`src/rtl/mts_pkg.sv`:
```
`timescale 1ns / 1ps
// ----------------------------------------------------------------------------
// Melody tone sequencer package
// Shared widths, constants, codes and the command and status structs that
// join the controller and the datapath.
// ----------------------------------------------------------------------------
package mts_pkg;

  localparam int OP_W      = 2;
  localparam int INDEX_W   = 8;
  localparam int PITCH_W   = 16;
  localparam int DIVIDER_W = 8;
  localparam int MS_W      = 19;
  localparam int TEMPO_W   = 10;
  localparam int COUNT_W   = 9;
  localparam int POS_W     = 8;
  localparam int ENTRY_W   = PITCH_W + DIVIDER_W;

  // Serial divider: dividend width, divisor width and two bits per cycle.
  localparam int DVD_W     = 22;
  localparam int DSR_W     = 10;
  localparam int DIV_STEPS = DVD_W / 2;

  localparam int WHOLE_NOTE_MS = 240000;
  localparam int TONE_DIVISOR  = 10;
  localparam logic [MS_W-1:0] ELAPSED_MAX = {MS_W{1'b1}};

  // Division by ten as a multiply by ceil(2^26 / 10) and a shift by 26. This
  // is exact for every dividend below 2^22, which covers nine times the
  // longest note.
  localparam int                 RECIP_W    = 23;
  localparam logic [RECIP_W-1:0] TONE_RECIP = 23'd6710887;
  localparam int                 TONE_SHIFT = 26;

  localparam logic [TEMPO_W-1:0] TEMPO_RESET = 10'd120;
  localparam logic [COUNT_W-1:0] COUNT_RESET = 9'd1;

  typedef enum logic [0:0] {
    CFG_TEMPO      = 1'b0,
    CFG_NOTE_COUNT = 1'b1
  } cfg_index_e;

  typedef enum logic [OP_W-1:0] {
    OP_WRITE = 2'd0,
    OP_START = 2'd1,
    OP_STOP  = 2'd2,
    OP_TICK  = 2'd3
  } op_e;

  typedef enum logic [1:0] {
    DSEL_WHOLE,
    DSEL_NOTE,
    DSEL_MOD
  } dsel_e;

  typedef struct packed {
    logic [DIVIDER_W-1:0] divider;
    logic [PITCH_W-1:0]   pitch;
  } note_entry_t;

  typedef struct packed {
    logic  latch;
    logic  ram_wr;
    logic  ram_rd;
    logic  start_play;
    logic  stop_play;
    logic  tick;
    logic  mod_ld;
    logic  entry_ld;
    logic  len_zero;
    logic  len_ld;
    logic  tone_ld;
    logic  div_start;
    dsel_e dsel;
    logic  result_ld;
  } cmd_t;

  typedef struct packed {
    op_e  op;
    logic playing;
    logic reached;
    logic mod_needed;
    logic div_zero;
    logic pitch_zero;
    logic div_done;
    logic out_free;
  } status_t;

endpackage

```
`src/rtl/mts_ctrl.sv`:
```
`timescale 1ns / 1ps
// ----------------------------------------------------------------------------
// Melody tone sequencer controller
// Sequences each request through table access, divisions and result hand-off.
// ----------------------------------------------------------------------------
module mts_ctrl (
  input  logic              clk_i,
  input  logic              rst_ni,
  input  logic              in_valid_i,
  output logic              in_ready_o,
  input  mts_pkg::status_t  status_i,
  output mts_pkg::cmd_t     cmd_o
);

  typedef enum logic [3:0] {
    ST_IDLE,
    ST_EXEC,
    ST_MOD,
    ST_READ,
    ST_ENTRY,
    ST_CHECK,
    ST_WHOLE,
    ST_NOTE,
    ST_TONE,
    ST_RESULT
  } state_e;

  state_e state_q, state_d;

  always_ff @(posedge clk_i or negedge rst_ni) begin
    if (!rst_ni) begin
      state_q <= ST_IDLE;
    end else begin
      state_q <= state_d;
    end
  end

  assign in_ready_o = (state_q == ST_IDLE);

  always_comb begin
    state_d = state_q;
    cmd_o   = '0;
    cmd_o.dsel = mts_pkg::DSEL_WHOLE;
    unique case (state_q)
      ST_IDLE: begin
        if (in_valid_i) begin
          cmd_o.latch = 1'b1;
          state_d     = ST_EXEC;
        end
      end
      ST_EXEC: begin
        unique case (status_i.op)
          mts_pkg::OP_WRITE: begin
            cmd_o.ram_wr = 1'b1;
            state_d      = ST_RESULT;
          end
          mts_pkg::OP_START: begin
            cmd_o.start_play = 1'b1;
            state_d          = ST_READ;
          end
          mts_pkg::OP_STOP: begin
            cmd_o.stop_play = 1'b1;
            state_d         = ST_RESULT;
          end
          mts_pkg::OP_TICK: begin
            if (!status_i.playing) begin
              state_d = ST_RESULT;
            end else begin
              cmd_o.tick = 1'b1;
              if (!status_i.reached) begin
                state_d = ST_RESULT;
              end else if (status_i.mod_needed) begin
                // Wrap through the divider when the position overshoots.
                cmd_o.div_start = 1'b1;
                cmd_o.dsel      = mts_pkg::DSEL_MOD;
                state_d         = ST_MOD;
              end else begin
                state_d = ST_READ;
              end
            end
          end
        endcase
      end
      ST_MOD: begin
        cmd_o.dsel = mts_pkg::DSEL_MOD;
        if (status_i.div_done) begin
          cmd_o.mod_ld = 1'b1;
          state_d      = ST_READ;
        end
      end
      ST_READ: begin
        cmd_o.ram_rd = 1'b1;
        state_d      = ST_ENTRY;
      end
      ST_ENTRY: begin
        cmd_o.entry_ld = 1'b1;
        state_d        = ST_CHECK;
      end
      ST_CHECK: begin
        if (status_i.div_zero) begin
          cmd_o.len_zero = 1'b1;
          state_d        = ST_RESULT;
        end else begin
          cmd_o.div_start = 1'b1;
          cmd_o.dsel      = mts_pkg::DSEL_WHOLE;
          state_d         = ST_WHOLE;
        end
      end
      ST_WHOLE: begin
        if (status_i.div_done) begin
          cmd_o.div_start = 1'b1;
          cmd_o.dsel      = mts_pkg::DSEL_NOTE;
          state_d         = ST_NOTE;
        end
      end
      ST_NOTE: begin
        if (status_i.div_done) begin
          cmd_o.len_ld = 1'b1;
          state_d      = status_i.pitch_zero ? ST_RESULT : ST_TONE;
        end
      end
      ST_TONE: begin
        cmd_o.tone_ld = 1'b1;
        state_d       = ST_RESULT;
      end
      ST_RESULT: begin
        if (status_i.out_free) begin
          cmd_o.result_ld = 1'b1;
          state_d         = ST_IDLE;
        end
      end
      default: begin
        state_d = ST_IDLE;
      end
    endcase
  end

endmodule
```
`config.mk`:
```
export PLATFORM = sky130hd
export DESIGN_NAME = mts_ctrl
export DESIGN_NICKNAME = d
export VERILOG_FILES = /design/src/rtl/mts_pkg.sv /design/src/rtl/mts_ctrl.sv
export SDC_FILE = /design/constraint.sdc
export NUM_CORES = 1
export LEC_CHECK = 0
export ABC_AREA = 1
export BUFFER_PORTS_ARGS = -buffer_cell sky130_fd_sc_hd__buf_2
export CORE_AREA = 5 5 42 44
export DETAILED_ROUTE_END_ITERATION = 16
export DIE_AREA = 0 0 47 49
export PLACE_DENSITY = 0.79
export SETUP_SLACK_MARGIN = 0.02
export SLEW_MARGIN = 0
export SYNTH_ARGS = -nofsm -noshare
export SYNTH_HDL_FRONTEND = slang
export SYNTH_SLANG_ARGS = --single-unit
```
`constraint.sdc`:
```
create_clock -name clk_i -period 1.7 [get_ports clk_i]
set_input_delay 0.17 -clock clk_i [delete_from_list [all_inputs] [get_ports clk_i]]
set_output_delay 0.17 -clock clk_i [all_outputs]
set_load 0.02 [all_outputs]
```
# After elaboration in Yosys (flattened, before gate mapping)

Index checks and enable logic that the tools add are counted.

Flip-flop bits (word level): 4
Input bits: 12
Output and inout port bits: 16
Logic and storage cells: 61

Equality and inequality tests: 17
Mux-type cells: 39
Reduce and logical (&&, ||, !) cells: 4

Operators with widths:

| operator           | count |
|---|---|
| $pmux 4 s10        | 1 |
| $mux 4             | 8 |
| $mux 3             | 7 |
| $mux 1             | 20 |
| $eq 4x3->1 const B | 4 |
| $pmux 4 s3         | 1 |
| $ne 2x2->1 const B | 5 |
| $eq 4x2->1 const B | 2 |
| $eq 4x4->1 const B | 2 |
| $pmux 2 s4         | 1 |
| $reduce_and 5->1   | 1 |
| $eq 2x2->1 const B | 2 |
| $eq 4x1->1 const B | 1 |
| $logic_not 4->1    | 1 |
| $pmux 1 s3         | 1 |
| $eq 2x1->1 const B | 1 |
| $logic_not 2->1    | 1 |
| $reduce_or 2->1    | 1 |

# Logic depth before layout (Yosys ltp)

Gate-level depths: netlist of the first run.

Depth after elaboration: 5
Gate-level depth with buffers: 8
Gate-level depth less buffers: 8

# Worst setup path before layout of the first run

OpenSTA, ideal clock, no wires.

Path kind: register to output
Start: register state_q[3]
End: output port cmd_o[11] in the netlist's numbering
Data arrival time: 1,223 ps
Data required time: 1,530 ps
Setup slack: 307 ps
Stages on the path, launching flop included: 4
Path through: dfrtp_1 > nor2_2 > nand2_2 > nor3_1

RTL lines:

| what                     | RTL line       | RTL |
|---|---|---|
| start: declaration       | mts_ctrl.sv:28 | `state_e state_q, state_d;` |
| start signal: assignment | mts_ctrl.sv:34 | `state_q <= state_d;` |
| end: declaration         | mts_ctrl.sv:12 | `output mts_pkg::cmd_t cmd_o` |

==> results.cfg, run 1 <==
[synth]
synth_top_area_share = 0.202
synth_area_leader_cell = dfrtp_1
synth_flop_cell = dfrtp_1
syn_area_um2 = 497
synthArstFlopShare = 1.00
avgSynthCellArea_um2 = 5.64
yosysMostFrequentCell = nand2_1
synthCells = 88
synth_seq_cells = 4
synth.area.top_cells = dfrtp_1, nand2_1, inv_1
synth-edff-count = 0
syn-num-nets = 100
yosysSeqAreaShare = 0.202
ys_top_cells_by_count = nand2_1, inv_1, nor2_1
ys_types = 19
ys_warn_count = 0

[power]
peakVddDrop_v = 0.000649
netSwitchingPower_mw = 0.530
power_switching_share = 0.560
power_mw = 0.948
clockPowerShare = 0.126
leakagePower_nw = 0.432
cell_internal_pwr_mw = 0.417
powerDensity_mw_per_mm2 = 1370
pwr-share-seq = 0.213
combPwrFrac = 0.661

[cells_and_area]
largest_reg_flops = 4
nFillCells = 163
largest_registers = state_q: 4 flops
layout-drive-gt1-share = 0.412
antennaDiodeCount = 0
fin_nets = 133
syn2layout_area_growth_pct = 39.0
final_area_um2 = 691
final_cell_count_no_fill = 135
top_register = state_q

[die]
coreArea_mm2 = 0.00140
start_util = 0.354
die_w_um = 47
chipHeight_um = 49
ios = 28
die-area_mm2 = 0.00230
num_rows = 14

[clock_network]
h-tree-depth = 1
clk_pin_slew_worst_paths_ns = 0.03
cts_tree = yes
clk_path_buf_depth = 2
cts_buffers = 3
numClockSinks = 4
worstSkewPairLatency_ns = 0.24
cts_root_buffer = clkbuf_4
cts_setup_buffers = 0

[routing]
drtAntennaViolNets = 0
firstDrtPassIters = 4
viasPerCell = 4.96
dr.first_iter.drc_count = 20
routed_wl_mm = 1.42
wl_per_cell_um = 10.5
vias = 670
remaining_drc_errors = 0

[setup_path]
arrival_ns = 1.41
cp_slowest_cell = dfrtp_1
cp_max_fo = 6
startpoint_type = flip-flop
cpMostUsedCell = nand3_1
critical_path_required_ns = 1.53
critPathCaptureType = output pin
path_cells = inv_2, nand2_1, nor2_2, nand3_1, nand3_1, buf_2
critical_path_class = reg2out
critical_path.max_stage_delay_ns = 0.41

[sta]
worst_pin_slew_ns = 0.233
slew_viol_final = 0
hold_viol = 0
relSlewSlack = 0.844
setup_viol = 0
clock_skew_ns = 0.00573
min_period_ns = 1.58
tns_ns = 0
rsz0062_at_grt = yes
clock.fmax_mhz = 632
setup_ws_ns = 0.119
fin_crit_sh = 0.930

[flow_run]
drv_cap = 0

[global_routing]
grt_pass1_vias = 619
overflow = 0
grt_max_degree = 7
track_usage = 0.134
grt_pass1_wl_mm = 2.30
antenna_found_initial = 0

[worst_hold_path]
hold_class = in2reg

[outcome]
status = finished, final reports clean

[place]
dpl_cell_area_um2 = 652
placed_cells = 131
place_congestion = 0.831
portBuffers = 27
dp_hpwl_mm = 1.20
post-place-ws_ns = 0.289
layout by cell type (no fill, tap or decap), drive strengths merged:
| master | count |
|---|---|
| a21oi | 2 |
| buf | 27 |
| clkbuf | 3 |
| clkinv | 1 |
| dfrtp | 4 |
| dlygate4sd3 | 1 |
| inv | 15 |
| nand2 | 29 |
| nand3 | 7 |
| nand3b | 1 |
| nand4 | 2 |
| nor2 | 19 |
| nor3 | 4 |
| o211ai | 1 |
| o21ai | 2 |
| o21bai | 1 |
power by group through the flow:
stage / clock [mW] / combinational, mW / sequential [mW]
floorplan: 0 / 0.458 / 0.183
global placement: 0 / 0.595 / 0.190
detailed placement: 0 / 0.609 / 0.195
CTS: 0.124 / 0.612 / 0.194
global route: 0.128 / 0.695 / 0.207
finish: 0.120 / 0.626 / 0.202
repair_timing:
| action | 4_1_cts | 5_1_grt |
|---|---|---|
| hold buffers | 1 | 0 |
| endpoints found under the hold margin | 4 | 0 |
| endpoints found under the setup margin | 0 | 3 |
| gates resized for setup | 0 | 3 |
per-layer routing:
layer	up-vias	GRT usage	share of wire
met2	29	0.224	0.52
li1	337	-	-
met3	3	0.0185	0.089
met5	-	0	0
met1	301	0.150	0.36
met4	0	0.0829	0.020
kinds of logic (layout without fill, tap and decap cells):
family / Yosys count / after routing / share of synthesized area
flops: 4 / 4 / 0.202
buf+inv: 16 / 47 / 0.121
compound gates: 6 / 6 / 0.0781
simple gates: 62 / 62 / 0.600
through the flow:
| step | hold WS (ns) | utilization |
|---|---|---|
| finish | 0.243 | 0.493 |
| CTS | 0.239 | 0.488 |
| global placement | -0.0229 | 0.465 |
| global route | 0.246 | 0.493 |
| detailed placement | -0.0181 | 0.465 |
| floorplan | -0.126 | - |
path summary, 6_finish.rpt:
check                            start         end  depth (start not counted)  slack, ns
max                         state_q[2]    cmd_o[3]                          6       0.12
min                        status_i[0]  state_q[3]                          4       0.24
max reg2reg                 state_q[3]  state_q[0]                          6       0.45
min reg2reg                 state_q[2]  state_q[2]                          2       0.59
max in group asynchronous       rst_ni  state_q[3]                          2       1.29
min in group asynchronous       rst_ni  state_q[1]                          2       0.27
cell type report:
cell class | count | area, um2 | area share
Inverter | 16 | 60.1 | 0.0870
Timing Repair Buffer | 28 | 145 | 0.210
Sequential cell | 4 | 101 | 0.147
Clock buffer | 3 | 22.5 | 0.0326
Tap cell | 16 | 20.0 | 0.0290
Multi-Input combinational cell | 68 | 342 | 0.495
critical path, delay by kind of cell (launching register included):
kind / cells / cell delay [ns]
buf+inv: 2 / 0.30
flops: 1 / 0.41
simple gates: 4 / 0.46
Power figures use the tool's default switching activity.
==> inputs of run 2 (changes only) <==
--- a/config.mk
+++ b/config.mk
@@ -7,12 +7,15 @@
 export LEC_CHECK = 0
 export ABC_AREA = 1
 export BUFFER_PORTS_ARGS = -buffer_cell sky130_fd_sc_hd__buf_2
-export CORE_AREA = 5 5 42 44
+export CELL_PAD_IN_SITES_DETAIL_PLACEMENT = 1
+export CELL_PAD_IN_SITES_GLOBAL_PLACEMENT = 1
+export CORE_ASPECT_RATIO = 0.9
+export CORE_MARGIN = 5
+export CORE_UTILIZATION = 24
 export DETAILED_ROUTE_END_ITERATION = 16
-export DIE_AREA = 0 0 47 49
-export PLACE_DENSITY = 0.79
+export PLACE_DENSITY = 0.83
 export SETUP_SLACK_MARGIN = 0.02
-export SLEW_MARGIN = 0
+export SLEW_MARGIN = 25
 export SYNTH_ARGS = -nofsm -noshare
 export SYNTH_HDL_FRONTEND = slang
 export SYNTH_SLANG_ARGS = --single-unit
==> constraint.sdc (replaced) <==
create_clock -name clk_i -period 1.3 [get_ports clk_i]
set_input_delay 0.13 -clock clk_i [delete_from_list [all_inputs] [get_ports clk_i]]
set_output_delay 0.13 -clock clk_i [all_outputs]
set_load 0.02 [all_outputs]
==> run 2 against run 1 <==
  * The flow now finishes with violations (negative setup slack)
  * First-iteration DRC count shrank 15%
  * Largest cell class unchanged
  * Highest routed layer unchanged
  * Die area grew 34%
  * Total power grew 150%
  * Non-clock buffer count grew 21
  * Sequential cell count is the same
  * Worst setup slack lost 0.35 ns
  * Utilization grew 11 points
  * Global-route usage grew 5.6 points
  * Clock skew shrank 0.0016 ns
  * Hold slack lost 0.019 ns
==> results.cfg, run 2 (synthesized netlist as in run 1, its figures left out) <==
[power]
powerDensity_mw_per_mm2 = 2000
cell_internal_pwr_mw = 1.12
peakVddDrop_v = 0.00137
combPwrFrac = 0.797
netSwitchingPower_mw = 1.22
leakagePower_nw = 0.597
pwr-share-seq = 0.135
clockPowerShare = 0.068
power_mw = 2.34
power_switching_share = 0.521

[setup_path]
critical_path_required_ns = 1.17
critical_path_class = reg2out
startpoint_type = flip-flop
cp_slowest_cell = dfrtp_2
path_buf_inv = 1
critical_path.max_stage_delay_ns = 0.49
crit_family = simple AND/OR/NAND/NOR gates
arrival_ns = 1.41
path_cells = nor2_4, nand2_4, nor3_4, buf_6
critPathCaptureType = output pin
cp_max_fo = 6

[sta]
relSlewSlack = 0.833
clock_skew_ns = 0.00409
setup_viol = 20
whs_ns = 0.224
fin_crit_sh = 1.18
min_period_ns = 1.54
hold_viol = 0
slew_viol_final = 0
worst_pin_slew_ns = 0.249
clock.fmax_mhz = 651
setup_ws_ns = -0.236
rsz0062_at_grt = yes

[cells_and_area]
layout_commonest_cell = buf_6
antennaDiodeCount = 0
nFillCells = 243
layout-drive-gt1-share = 0.736
seq_area_um2 = 105
syn2layout_area_growth_pct = 136
fin_nets = 154
largest_reg_flops = 4
top_register = state_q
largest_registers = state_q: 4 flops
final_cell_mix = buf_6, buf_4, nand2_1
multiInputGateArea_um2 = 529

[routing]
vias = 827
viasPerCell = 5.01
drtAntennaViolNets = 0
wl_per_cell_um = 19.5
firstDrtPassIters = 4
routed_wl_mm = 3.21
dr.first_iter.drc_count = 17
remaining_drc_errors = 0

[clock_network]
clk_pin_slew_worst_paths_ns = 0.04
cts_tree = yes
cts_root_buffer = clkbuf_4
numClockSinks = 4
worstSkewPairLatency_ns = 0.24
clk_path_buf_depth = 2
h-tree-depth = 1
cts_buffers = 3

[global_routing]
overflow = 0
grt_max_degree = 7
grt_pass1_vias = 886
grt_pass1_wl_mm = 4.38
track_usage = 0.189
antenna_found_initial = 0

[outcome]
status = finished, violations left
violations = negative setup slack

[worst_hold_path]
hold_class = in2async

[die]
coreArea_mm2 = 0.00195
start_util = 0.254
ios = 28
die_w_um = 58.0
chipHeight_um = 53.2
num_rows = 15
die-area_mm2 = 0.00308

[place]
portBuffers = 27
dp_hpwl_mm = 1.53
place_congestion = 0.828

[flow_run]
drv_cap = 0
==> run 2: changes by cell type in the layout (fill, tap and decap cells not counted), sizes merged <==
| cell | change |
|---|---|
| buf | +21 |
==> run 2: power groups by stage <==
stage / combinational, mW / sequential (mW) / clock [mW]
6_report: 1.86 / 0.317 / 0.159
5_1_grt: 1.98 / 0.325 / 0.174
4_1_cts: 1.31 / 0.309 / 0.166
3_5_place_dp: 0.861 / 0.260 / 0
3_3_place_gp: 0.840 / 0.255 / 0
2_1_floorplan: 0.607 / 0.239 / 0
==> run 2: final timing paths <==
path	endpoint	from	slack [ns]	cells after the start
min	state_q[0]	rst_ni	0.22	2
min in group clk_i	state_q[0]	status_i[1]	0.27	4
max reg2reg	state_q[1]	state_q[3]	-0.20	7
max in group asynchronous	state_q[1]	rst_ni	0.94	2
min reg2reg	state_q[2]	state_q[2]	0.62	2
max	cmd_o[11]	state_q[3]	-0.24	4
==> run 2: routing by layer <==
| layer | vias up | share of wire | global-route usage |
|---|---|---|---|
| met3 | 8 | 0.046 | 0.0220 |
| met1 | 402 | 0.41 | 0.214 |
| met2 | 37 | 0.51 | 0.359 |
| met5 | - | 0 | 0 |
| met4 | 0 | 0.034 | 0.0772 |
| li1 | 380 | - | - |
==> run 2: timing repair <==
item                       in CTS  in global routing
setup endpoints to repair      16                 20
hold endpoints to repair        4                  0
resized for setup              58                 36
pin swaps                      16                 10
hold buffers                    1                  0
buffers inserted               11                  9
==> run 2: stage by stage <==
step / utilization / setup TNS [ns] / instance area [um2] / instances / setup slack (ns)
2_1_floorplan: - / -0.105 / 502 / 88 / -0.0525
3_3_place_gp: 0.350 / -0.0345 / 683 / 142 / -0.0345
3_5_place_dp: 0.350 / -0.0673 / 683 / 142 / -0.0366
4_1_cts: 0.500 / -1.54 / 976 / 157 / -0.145
5_1_grt: 0.601 / -4.04 / 1170 / 165 / -0.277
6_report: 0.601 / -3.12 / 1170 / 165 / -0.236
==> run 2: layout make-up <==
| cell class | count | area share |
|---|---|---|
| tap | 25 | 0.0267 |
| clock buffer | 3 | 0.0192 |
| multi-input combinational | 68 | 0.451 |
| inverter | 16 | 0.0566 |
| timing repair buffer | 49 | 0.356 |
| sequential | 4 | 0.0896 |
